<file path="src/sv/lsfs_pkg.sv">
// Shared types and constants for the LCD serial frame sender.
`default_nettype none
package lsfs_pkg;

    // Frame layout: register select, read/write, then the byte
    localparam int FRAME_BITS   = 10;
    localparam int BYTE_BITS    = 8;
    localparam int HALF_W       = 16;
    localparam int HOLD_W       = HALF_W + 1;
    localparam int STATES       = 2 * FRAME_BITS + 2;
    localparam int STEP_W       = $clog2(STATES);
    localparam int BIT_IDX_W    = $clog2(FRAME_BITS);
    localparam int QUEUE_DEPTH  = 2;
    localparam int QPTR_W       = $clog2(QUEUE_DEPTH);
    localparam int QCNT_W       = $clog2(QUEUE_DEPTH + 1);

    localparam logic [HALF_W-1:0] HALF_RESET = 16'd16;
    localparam logic [STEP_W-1:0] STEP_LEAD  = STEP_W'(0);
    localparam logic [STEP_W-1:0] STEP_DBL   = STEP_W'(STATES - 2);
    localparam logic [STEP_W-1:0] STEP_CLOSE = STEP_W'(STATES - 1);
    localparam logic              RW_WRITE   = 1'b0;

    typedef logic [FRAME_BITS-1:0] t_word;
    typedef logic [HALF_W-1:0]     t_half;
    typedef logic [HOLD_W-1:0]     t_hold;

    // Queue status seen by the front and back parts
    typedef struct packed {
        logic empty;
        logic full;
    } t_q_stat;

endpackage
`default_nettype wire

</file>
<file path="src/sv/lsfs_ifs.sv">
// Channel interfaces: input beats, pin-state beats and configuration writes.
`default_nettype none
interface lsfs_in_if;
    logic                            valid;
    logic                            ready;
    logic                            is_data;
    logic [lsfs_pkg::BYTE_BITS-1:0]  payload_byte;
    modport source (output valid, output is_data, output payload_byte, input ready);
    modport sink   (input valid, input is_data, input payload_byte, output ready);
endinterface

interface lsfs_out_if;
    logic valid;
    logic ready;
    logic chip_select;
    logic serial_clock;
    logic serial_data;
    logic double_hold;
    logic frame_end;
    modport source (output valid, output chip_select, output serial_clock,
                    output serial_data, output double_hold, output frame_end,
                    input ready);
    modport sink   (input valid, input chip_select, input serial_clock,
                    input serial_data, input double_hold, input frame_end,
                    output ready);
endinterface

interface lsfs_cfg_if;
    logic                         valid;
    logic                         ready;
    logic [lsfs_pkg::HALF_W-1:0]  data;
    modport source (output valid, output data, input ready);
    modport sink   (input valid, input data, output ready);
endinterface
`default_nettype wire

</file>
<file path="src/sv/lsfs_front.sv">
// Front part: accepts byte beats and packs them into frame words.
`default_nettype none
module lsfs_front (
    lsfs_in_if.sink          i_in,
    input  lsfs_pkg::t_q_stat i_q_stat,
    output logic             o_push,
    output lsfs_pkg::t_word  o_word
);

    // Take a beat whenever the queue has room
    assign i_in.ready = !i_q_stat.full;
    assign o_push     = i_in.valid && !i_q_stat.full;

    // Build the frame word: register select, write bit, byte MSB first
    assign o_word = {i_in.is_data, lsfs_pkg::RW_WRITE, i_in.payload_byte};

endmodule
`default_nettype wire

</file>
<file path="src/sv/lsfs_queue.sv">
// Short queue of frame words between the front and back parts.
`default_nettype none
module lsfs_queue (
    input  logic              i_clk,
    input  logic              i_rst_n,
    input  logic              i_push,
    input  lsfs_pkg::t_word   i_word,
    input  logic              i_pop,
    output lsfs_pkg::t_word   o_word,
    output lsfs_pkg::t_q_stat o_q_stat
);

    lsfs_pkg::t_word                   r_mem [lsfs_pkg::QUEUE_DEPTH];
    logic [lsfs_pkg::QPTR_W-1:0]       r_wr_ptr;
    logic [lsfs_pkg::QPTR_W-1:0]       r_rd_ptr;
    logic [lsfs_pkg::QCNT_W-1:0]       r_count;
    logic [lsfs_pkg::QCNT_W-1:0]       n_count;

    assign o_q_stat.empty = (r_count == '0);
    assign o_q_stat.full  = (r_count == lsfs_pkg::QCNT_W'(lsfs_pkg::QUEUE_DEPTH));
    assign o_word         = r_mem[r_rd_ptr];

    // Track fill level
    always_comb begin
        n_count = r_count;
        if (i_push && !i_pop) begin
            n_count = r_count + 1'b1;
        end else if (!i_push && i_pop) begin
            n_count = r_count - 1'b1;
        end
    end

    // Advance pointers
    always_ff @(posedge i_clk) begin
        if (!i_rst_n) begin
            r_wr_ptr <= '0;
            r_rd_ptr <= '0;
            r_count  <= '0;
        end else begin
            r_count <= n_count;
            if (i_push) begin
                r_wr_ptr <= r_wr_ptr + 1'b1;
            end
            if (i_pop) begin
                r_rd_ptr <= r_rd_ptr + 1'b1;
            end
        end
    end

    // Store words
    always_ff @(posedge i_clk) begin
        if (i_push) begin
            r_mem[r_wr_ptr] <= i_word;
        end
    end

endmodule
`default_nettype wire

</file>
<file path="src/sv/lsfs_back.sv">
// Back part: steps through the pin states of one frame and paces them.
`default_nettype none
module lsfs_back (
    input  logic              i_clk,
    input  logic              i_rst_n,
    lsfs_cfg_if.sink          i_cfg,
    input  lsfs_pkg::t_q_stat i_q_stat,
    input  lsfs_pkg::t_word   i_word,
    output logic              o_pop,
    lsfs_out_if.source        o_out
);

    lsfs_pkg::t_half                 r_half;
    logic [lsfs_pkg::STEP_W-1:0]     r_step;
    lsfs_pkg::t_hold                 r_timer;
    logic                            r_valid;
    logic                            r_cs;
    logic                            r_sck;
    logic                            r_sd;
    logic                            r_dbl;
    logic                            r_end;

    logic                            load;
    logic [lsfs_pkg::STEP_W-1:0]     step_m1;
    logic [lsfs_pkg::BIT_IDX_W-1:0]  bit_idx;
    logic                            cur_bit;
    logic                            n_cs;
    logic                            n_sck;
    logic                            n_sd;
    logic                            n_dbl;
    logic                            n_end;
    lsfs_pkg::t_hold                 half_eff;
    lsfs_pkg::t_hold                 hold;

    // Configuration writes are always taken
    assign i_cfg.ready = 1'b1;

    // Load the next state once a word is queued, the hold is over and the output slot frees
    assign load  = !i_q_stat.empty && (r_timer == '0) && (!r_valid || o_out.ready);
    assign o_pop = load && (r_step == lsfs_pkg::STEP_CLOSE);

    // Decode the step into pin levels
    assign step_m1 = r_step - 1'b1;
    assign bit_idx = lsfs_pkg::BIT_IDX_W'(lsfs_pkg::FRAME_BITS - 1)
                   - step_m1[lsfs_pkg::STEP_W-1:1];

    always_comb begin
        cur_bit = i_word[bit_idx];
        n_cs    = 1'b0;
        n_sck   = step_m1[0];
        n_sd    = cur_bit;
        n_dbl   = (r_step == lsfs_pkg::STEP_DBL);
        n_end   = 1'b0;
        if (r_step == lsfs_pkg::STEP_LEAD) begin
            n_sck = 1'b1;
            n_sd  = 1'b0;
        end else if (r_step == lsfs_pkg::STEP_CLOSE) begin
            n_cs  = 1'b1;
            n_sck = 1'b1;
            n_sd  = i_word[0];
            n_end = 1'b1;
        end
    end

    // Hold length: a zero half period counts as one
    assign half_eff = (r_half == '0) ? lsfs_pkg::HOLD_W'(1) : {1'b0, r_half};
    assign hold     = n_dbl ? {half_eff[lsfs_pkg::HOLD_W-2:0], 1'b0} : half_eff;

    // Control: config register, step counter, hold timer, output valid
    always_ff @(posedge i_clk) begin
        if (!i_rst_n) begin
            r_half  <= lsfs_pkg::HALF_RESET;
            r_step  <= lsfs_pkg::STEP_LEAD;
            r_timer <= '0;
            r_valid <= 1'b0;
        end else begin
            if (i_cfg.valid) begin
                r_half <= i_cfg.data;
            end
            if (load) begin
                r_step  <= (r_step == lsfs_pkg::STEP_CLOSE) ? lsfs_pkg::STEP_LEAD
                                                            : r_step + 1'b1;
                r_timer <= hold - 1'b1;
                r_valid <= 1'b1;
            end else begin
                if (r_timer != '0) begin
                    r_timer <= r_timer - 1'b1;
                end
                if (o_out.ready) begin
                    r_valid <= 1'b0;
                end
            end
        end
    end

    // Hold the pin-state payload
    always_ff @(posedge i_clk) begin
        if (load) begin
            r_cs  <= n_cs;
            r_sck <= n_sck;
            r_sd  <= n_sd;
            r_dbl <= n_dbl;
            r_end <= n_end;
        end
    end

    assign o_out.valid        = r_valid;
    assign o_out.chip_select  = r_cs;
    assign o_out.serial_clock = r_sck;
    assign o_out.serial_data  = r_sd;
    assign o_out.double_hold  = r_dbl;
    assign o_out.frame_end    = r_end;

endmodule
`default_nettype wire

</file>
<file path="src/sv/lcd_serial_frame_sender_unit.sv">
// Top level of the LCD serial frame sender: front, word queue and back.
//
// Each input beat (command/data flag and one byte) becomes a 10-bit write
// frame that goes out as 22 pin-state beats: a lead-in with select low, a
// clock-low and a clock-high state for each bit (register select, write bit,
// byte MSB first), and a closing state that releases select. Each state is
// issued once the hold of the previous one is over (twice as long after the
// last clock-high state; a zero half period counts as one) and the output
// sink has taken the previous one, paced by the hold timer in the back part.
// A two-word queue lets the next byte be accepted while a frame is still
// being sent. The half period register is written through the
// configuration channel, which is always ready, and resets to 16.
`default_nettype none
module lcd_serial_frame_sender_unit (
    input  logic        i_clk,
    input  logic        i_rst_n,
    lsfs_in_if.sink     i_in,
    lsfs_out_if.source  o_out,
    lsfs_cfg_if.sink    i_cfg
);

    lsfs_pkg::t_q_stat q_stat;
    lsfs_pkg::t_word   push_word;
    lsfs_pkg::t_word   head_word;
    logic              push;
    logic              pop;

    // Accept and pack byte beats
    lsfs_front u_front (
        .i_in     (i_in),
        .i_q_stat (q_stat),
        .o_push   (push),
        .o_word   (push_word)
    );

    // Buffer frame words
    lsfs_queue u_queue (
        .i_clk    (i_clk),
        .i_rst_n  (i_rst_n),
        .i_push   (push),
        .i_word   (push_word),
        .i_pop    (pop),
        .o_word   (head_word),
        .o_q_stat (q_stat)
    );

    // Send pin states
    lsfs_back u_back (
        .i_clk    (i_clk),
        .i_rst_n  (i_rst_n),
        .i_cfg    (i_cfg),
        .i_q_stat (q_stat),
        .i_word   (head_word),
        .o_pop    (pop),
        .o_out    (o_out)
    );

endmodule
`default_nettype wire
</file>
<file path="src/flat_wrapper.sv">
// flat-port wrapper written by rule: the top's interface ports become plain ports
module lcd_serial_frame_sender_unit_flat 
  (i_clk, i_rst_n, i_in_valid, i_in_is_data, i_in_payload_byte, i_in_ready, o_out_valid, o_out_chip_select, o_out_serial_clock, o_out_serial_data, o_out_double_hold, o_out_frame_end, o_out_ready, i_cfg_valid, i_cfg_data, i_cfg_ready);
  lsfs_in_if i_in_i ();
  lsfs_out_if o_out_i ();
  lsfs_cfg_if i_cfg_i ();
  input  logic i_clk;
  input  logic i_rst_n;
  input wire logic [$bits(i_in_i.valid)-1:0] i_in_valid;
  input wire logic [$bits(i_in_i.is_data)-1:0] i_in_is_data;
  input wire logic [$bits(i_in_i.payload_byte)-1:0] i_in_payload_byte;
  output wire logic [$bits(i_in_i.ready)-1:0] i_in_ready;
  output wire logic [$bits(o_out_i.valid)-1:0] o_out_valid;
  output wire logic [$bits(o_out_i.chip_select)-1:0] o_out_chip_select;
  output wire logic [$bits(o_out_i.serial_clock)-1:0] o_out_serial_clock;
  output wire logic [$bits(o_out_i.serial_data)-1:0] o_out_serial_data;
  output wire logic [$bits(o_out_i.double_hold)-1:0] o_out_double_hold;
  output wire logic [$bits(o_out_i.frame_end)-1:0] o_out_frame_end;
  input wire logic [$bits(o_out_i.ready)-1:0] o_out_ready;
  input wire logic [$bits(i_cfg_i.valid)-1:0] i_cfg_valid;
  input wire logic [$bits(i_cfg_i.data)-1:0] i_cfg_data;
  output wire logic [$bits(i_cfg_i.ready)-1:0] i_cfg_ready;
  assign i_in_i.valid = i_in_valid;
  assign i_in_i.is_data = i_in_is_data;
  assign i_in_i.payload_byte = i_in_payload_byte;
  assign i_in_ready = i_in_i.ready;
  assign o_out_valid = o_out_i.valid;
  assign o_out_chip_select = o_out_i.chip_select;
  assign o_out_serial_clock = o_out_i.serial_clock;
  assign o_out_serial_data = o_out_i.serial_data;
  assign o_out_double_hold = o_out_i.double_hold;
  assign o_out_frame_end = o_out_i.frame_end;
  assign o_out_i.ready = o_out_ready;
  assign i_cfg_i.valid = i_cfg_valid;
  assign i_cfg_i.data = i_cfg_data;
  assign i_cfg_ready = i_cfg_i.ready;
  lcd_serial_frame_sender_unit u_core (.i_clk(i_clk), .i_rst_n(i_rst_n), .i_in(i_in_i), .o_out(o_out_i), .i_cfg(i_cfg_i));
endmodule
</file>
<file path="config.mk">
export PLATFORM = sky130hd
export DESIGN_NAME = lcd_serial_frame_sender_unit_flat
export DESIGN_NICKNAME = d
export VERILOG_FILES = /design/src/sv/lsfs_pkg.sv /design/src/sv/lsfs_ifs.sv /design/src/sv/lsfs_front.sv /design/src/sv/lsfs_queue.sv /design/src/sv/lsfs_back.sv /design/src/sv/lcd_serial_frame_sender_unit.sv /design/src/flat_wrapper.sv
export SDC_FILE = /design/constraint.sdc
export NUM_CORES = 1
export LEC_CHECK = 0
export BUFFER_PORTS_ARGS = -buffer_cell sky130_fd_sc_hd__buf_2
export CAP_MARGIN = 15
export CORE_MARGIN = 2
export CORE_UTILIZATION = 60
export CTS_BUF_LIST = sky130_fd_sc_hd__clkbuf_8
export DETAILED_ROUTE_END_ITERATION = 10
export GPL_ROUTABILITY_DRIVEN = 0
export MAX_ROUTING_LAYER = met4
export PLACE_DENSITY = 0.82
export SYNTH_ARGS = -nofsm -noshare
export SYNTH_HDL_FRONTEND = slang
export SYNTH_HIERARCHICAL = 1
export SYNTH_SLANG_ARGS = --single-unit
</file>
<file path="constraint.sdc">
create_clock -name i_clk -period 3.7 [get_ports i_clk]
set_input_delay 0.185 -clock i_clk [delete_from_list [all_inputs] [get_ports i_clk]]
set_output_delay 0.185 -clock i_clk [all_outputs]
set_load 0.005 [all_outputs]
</file>
==> results.sh <==
export IMPL_status="complete, no violations"
export IMPL_fmax_mhz=293
export IMPL_rsz0062_at_grt="no"
export IMPL_first_iter_violations=179
export IMPL_clock_power_share_pct=26.1
export IMPL_core_um2=5850
export IMPL_yosysMostFrequentCell="dfxtp_1"
export IMPL_diodes=0
export IMPL_grt_overflow_total=0
export IMPL_wl_per_cell_um=16.6
export IMPL_synthArstFlopShare_pct=0
export IMPL_cts_sinks=68
export IMPL_p_sw_share_pct=35.3
export IMPL_grtUsageTotal_pct=26.6
export IMPL_grt_pass1_vias=2769
export IMPL_ys_ff_latch=68
export IMPL_clock_path_buffers=2
export IMPL_grtUsageMet1_pct=29.6
export IMPL_synth_edf_count=24
export IMPL_synth_main_ff_cell="dfxtp_1"
export IMPL_drive_gt1_share_pct=22.3
export IMPL_dpl_hpwl_mm=5.47
export IMPL_postSynthAreaPerCell_um2=10.2
export IMPL_cpMaxStageDelayCell="dfxtp_1"
export IMPL_fill_cells=435
export IMPL_synth_common_cells="dfxtp_1 (44), nand2_1 (34), nor2_1 (28)"
export IMPL_required_ps=3970
export IMPL_crit_chain="inv_1, ha_1, nand4b_4, buf_4, nand2b_1, a31oi_2, ha_1, inv_1, a2111oi_1, nand2_1, mux2i_4, nand4_1, o31a_1, nor3_1"
export IMPL_rows=28
export IMPL_grt_max_degree=25
export IMPL_busiest_layer="met2"
export IMPL_fp_dieH_um=81.3
export IMPL_layout_nets=414
export IMPL_htree_levels=3
export IMPL_synth_warnings=6
export IMPL_vias=2657
export IMPL_dieArea_um2=6610
export IMPL_final_antenna_net_count=0
export IMPL_ios=38
export IMPL_syn_inst=351
export IMPL_cp_end_kind="flip-flop"
export IMPL_fin_worst_skew_ps=10.3
export IMPL_antenna_found_initial=0
export IMPL_critPathMaxStageDelay_ps=470
export IMPL_grt_util_met3_pct=6.22
export IMPL_postPlaceCellArea_um2=3740
export IMPL_syn_area_um2=3580
export IMPL_path_clk_slew_ps=80
export IMPL_area_growth_pct=10.1
export IMPL_min_path_type="in -> reg"
export IMPL_power_total_mw=2.43
export IMPL_worst_setup_path_start_kind="flip-flop"
export IMPL_setup_viol=0
export IMPL_synth_seq_area_share_pct=44.7
export IMPL_grtUsageMet2_pct=45.5
export IMPL_firstDrtPassIters=5
export IMPL_worst_pin_slew_ps=947
export IMPL_power_density_nw_per_um2=615
export IMPL_seqPwrFrac_pct=39.6
export IMPL_finalCriticalPeriod_ps=3410
export IMPL_finalHoldViolations=0
export IMPL_floorplan_initialDensity_pct=61.2
export IMPL_p_int_mw=1.57
export IMPL_yosysTopAreaCell="dfxtp_1"
export IMPL_cts_post_setup_buffers_inserted=0
export IMPL_cts_tree="yes"
export IMPL_syn_nets=388
export IMPL_remaining_drc_errors=0
export IMPL_drt_wl_total_mm=7.60
export IMPL_maxSlewViolCount=0
export IMPL_slew_headroom_pct=36.7
export IMPL_ys_types=58
export IMPL_final_area_um2=3950
export IMPL_critPathArrivalTime_ps=3680
export IMPL_timing_final_crit_share_pct=92.1
export IMPL_cts_buffers=9
export IMPL_crit_path_max_fanout=18
export IMPL_tns_ps=0
export IMPL_io_buffers=36
export IMPL_grt_pass1_wl_mm=12.9
export IMPL_viasPerCell=5.81
export IMPL_synth_top_area_share_pct=24.6
export IMPL_synth_area_top_cells="dfxtp_1 (25%), edfxtp_1 (20%), mux2i_1 (6.1%)"
export IMPL_comb_power_share_pct=34.4
export IMPL_p_leak_nw=1.64
export IMPL_fp_dieW_um=81.3
export IMPL_path_class="reg -> reg"
export IMPL_ir_drop_mv=0.370
export IMPL_whs_ps=25.8
export IMPL_root_buffer="clkbuf_8"
export IMPL_switchingPower_uw=858
export IMPL_clock_latency_ps=350
export IMPL_maxCapViolations=0
## what timing repair did
action,4_1_cts,5_1_grt
setup endpoints to repair,0,1
gates resized for setup,0,1
hold buffers,0,0
## stage by stage
stage	std cells	util, %	setup WS, ps
floorplan	351	-	634
CTS	457	67.4	317
global placement	441	63.9	608
global route	457	67.4	108
detailed placement	441	63.9	380
finish	457	67.4	291
## logic make-up after synthesis
kind of cell             synth area share (%)
buffers and inverters                    5.62
AO/OA/AOI/OAI                            9.11
multiplexers                             12.5
XOR/XNOR                                 5.13
flip-flops                               44.7
adder cells (fa/ha/maj)                  2.44
AND/OR/NAND/NOR                          20.3
other                                   0.210
## metal layers
metal  wire (um)  up-vias
met5           0        -
met4         184        0
met3         417       20
met2        3910       94
met1        3090     1257
li1            -     1286
## registers in the layout, indices dropped and copies added (netlist names), named ones only
name	count
u_core/u_back/o_out.serial_clock	1
u_core/u_back/r_step	5
u_core/u_queue/r_count	2
u_core/u_back/o_out.serial_data	1
u_core/u_queue/r_wr_ptr	1
u_core/u_back/r_half	16
u_core/u_back/r_timer	17
u_core/u_back/o_out.frame_end	1
u_core/u_back/o_out.double_hold	1
u_core/u_queue/r_rd_ptr	1
u_core/u_queue/r_mem	20
u_core/u_back/o_out.valid	1
## power groups by stage
stage          Combinational [mW]  Clock (mW)  Sequential (mW)
6_report                    0.834       0.633            0.960
5_1_grt                     0.927       0.679            0.971
4_1_cts                     0.821       0.648            0.957
3_5_place_dp                0.813           0            0.973
3_3_place_gp                0.790           0            0.968
2_1_floorplan               0.666           0            0.948
## final timing paths
kind,from,endpoint,slack [ps],depth (start not counted)
worst max-delay path,u_core/u_back/r_step[0]$_SDFFE_PN0N_,u_core/u_back/r_timer[16]$_SDFFE_PN0P_,290,14
worst min register to register,u_core/u_back/r_timer[0]$_SDFFE_PN0P_,u_core/u_back/r_timer[0]$_SDFFE_PN0P_,480,1
worst max register to register,u_core/u_back/r_step[0]$_SDFFE_PN0N_,u_core/u_back/r_timer[16]$_SDFFE_PN0P_,290,14
worst min-delay path,i_in_payload_byte[3],u_core/u_queue/r_mem[1][3]$_DFFE_PP_,30,1
## cell type report
class                           count  area [um2]  share of cell area (%)
Clock buffer                        9         124                    3.14
Clock inverter                      7        81.3                    2.06
Inverter                           10        37.5                   0.951
Multi-Input combinational cell    246        1780                    45.2
Sequential cell                    68        1600                    40.6
Tap cell                           75        93.8                    2.38
Timing Repair Buffer               42         225                    5.71
## cells in the final DEF, fill, tap and decap left out, drive strengths merged, types with 8 or more instances in the layout
cell and count:
edfxtp 24, xor2 8, nor2 28, dfxtp 44
buf 42, mux2i 23, a21oi 14, inv 14
clkbuf 9, nor3 11, xnor2 13, nand2 34
nor2b 19, mux2 14
## worst max-delay path: cells and delay by family, from the launching register on
| kind | cells | cell delay (ps) |
|---|---|---|
| buffers and inverters | 3 | 430 |
| adders and majority gates | 2 | 450 |
| DFF | 1 | 470 |
| and+or+nand+nor | 5 | 700 |
| muxes | 1 | 300 |
| AOI/OAI and AO/OA | 3 | 970 |
Note: power is estimated with default switching activity, not from simulation.
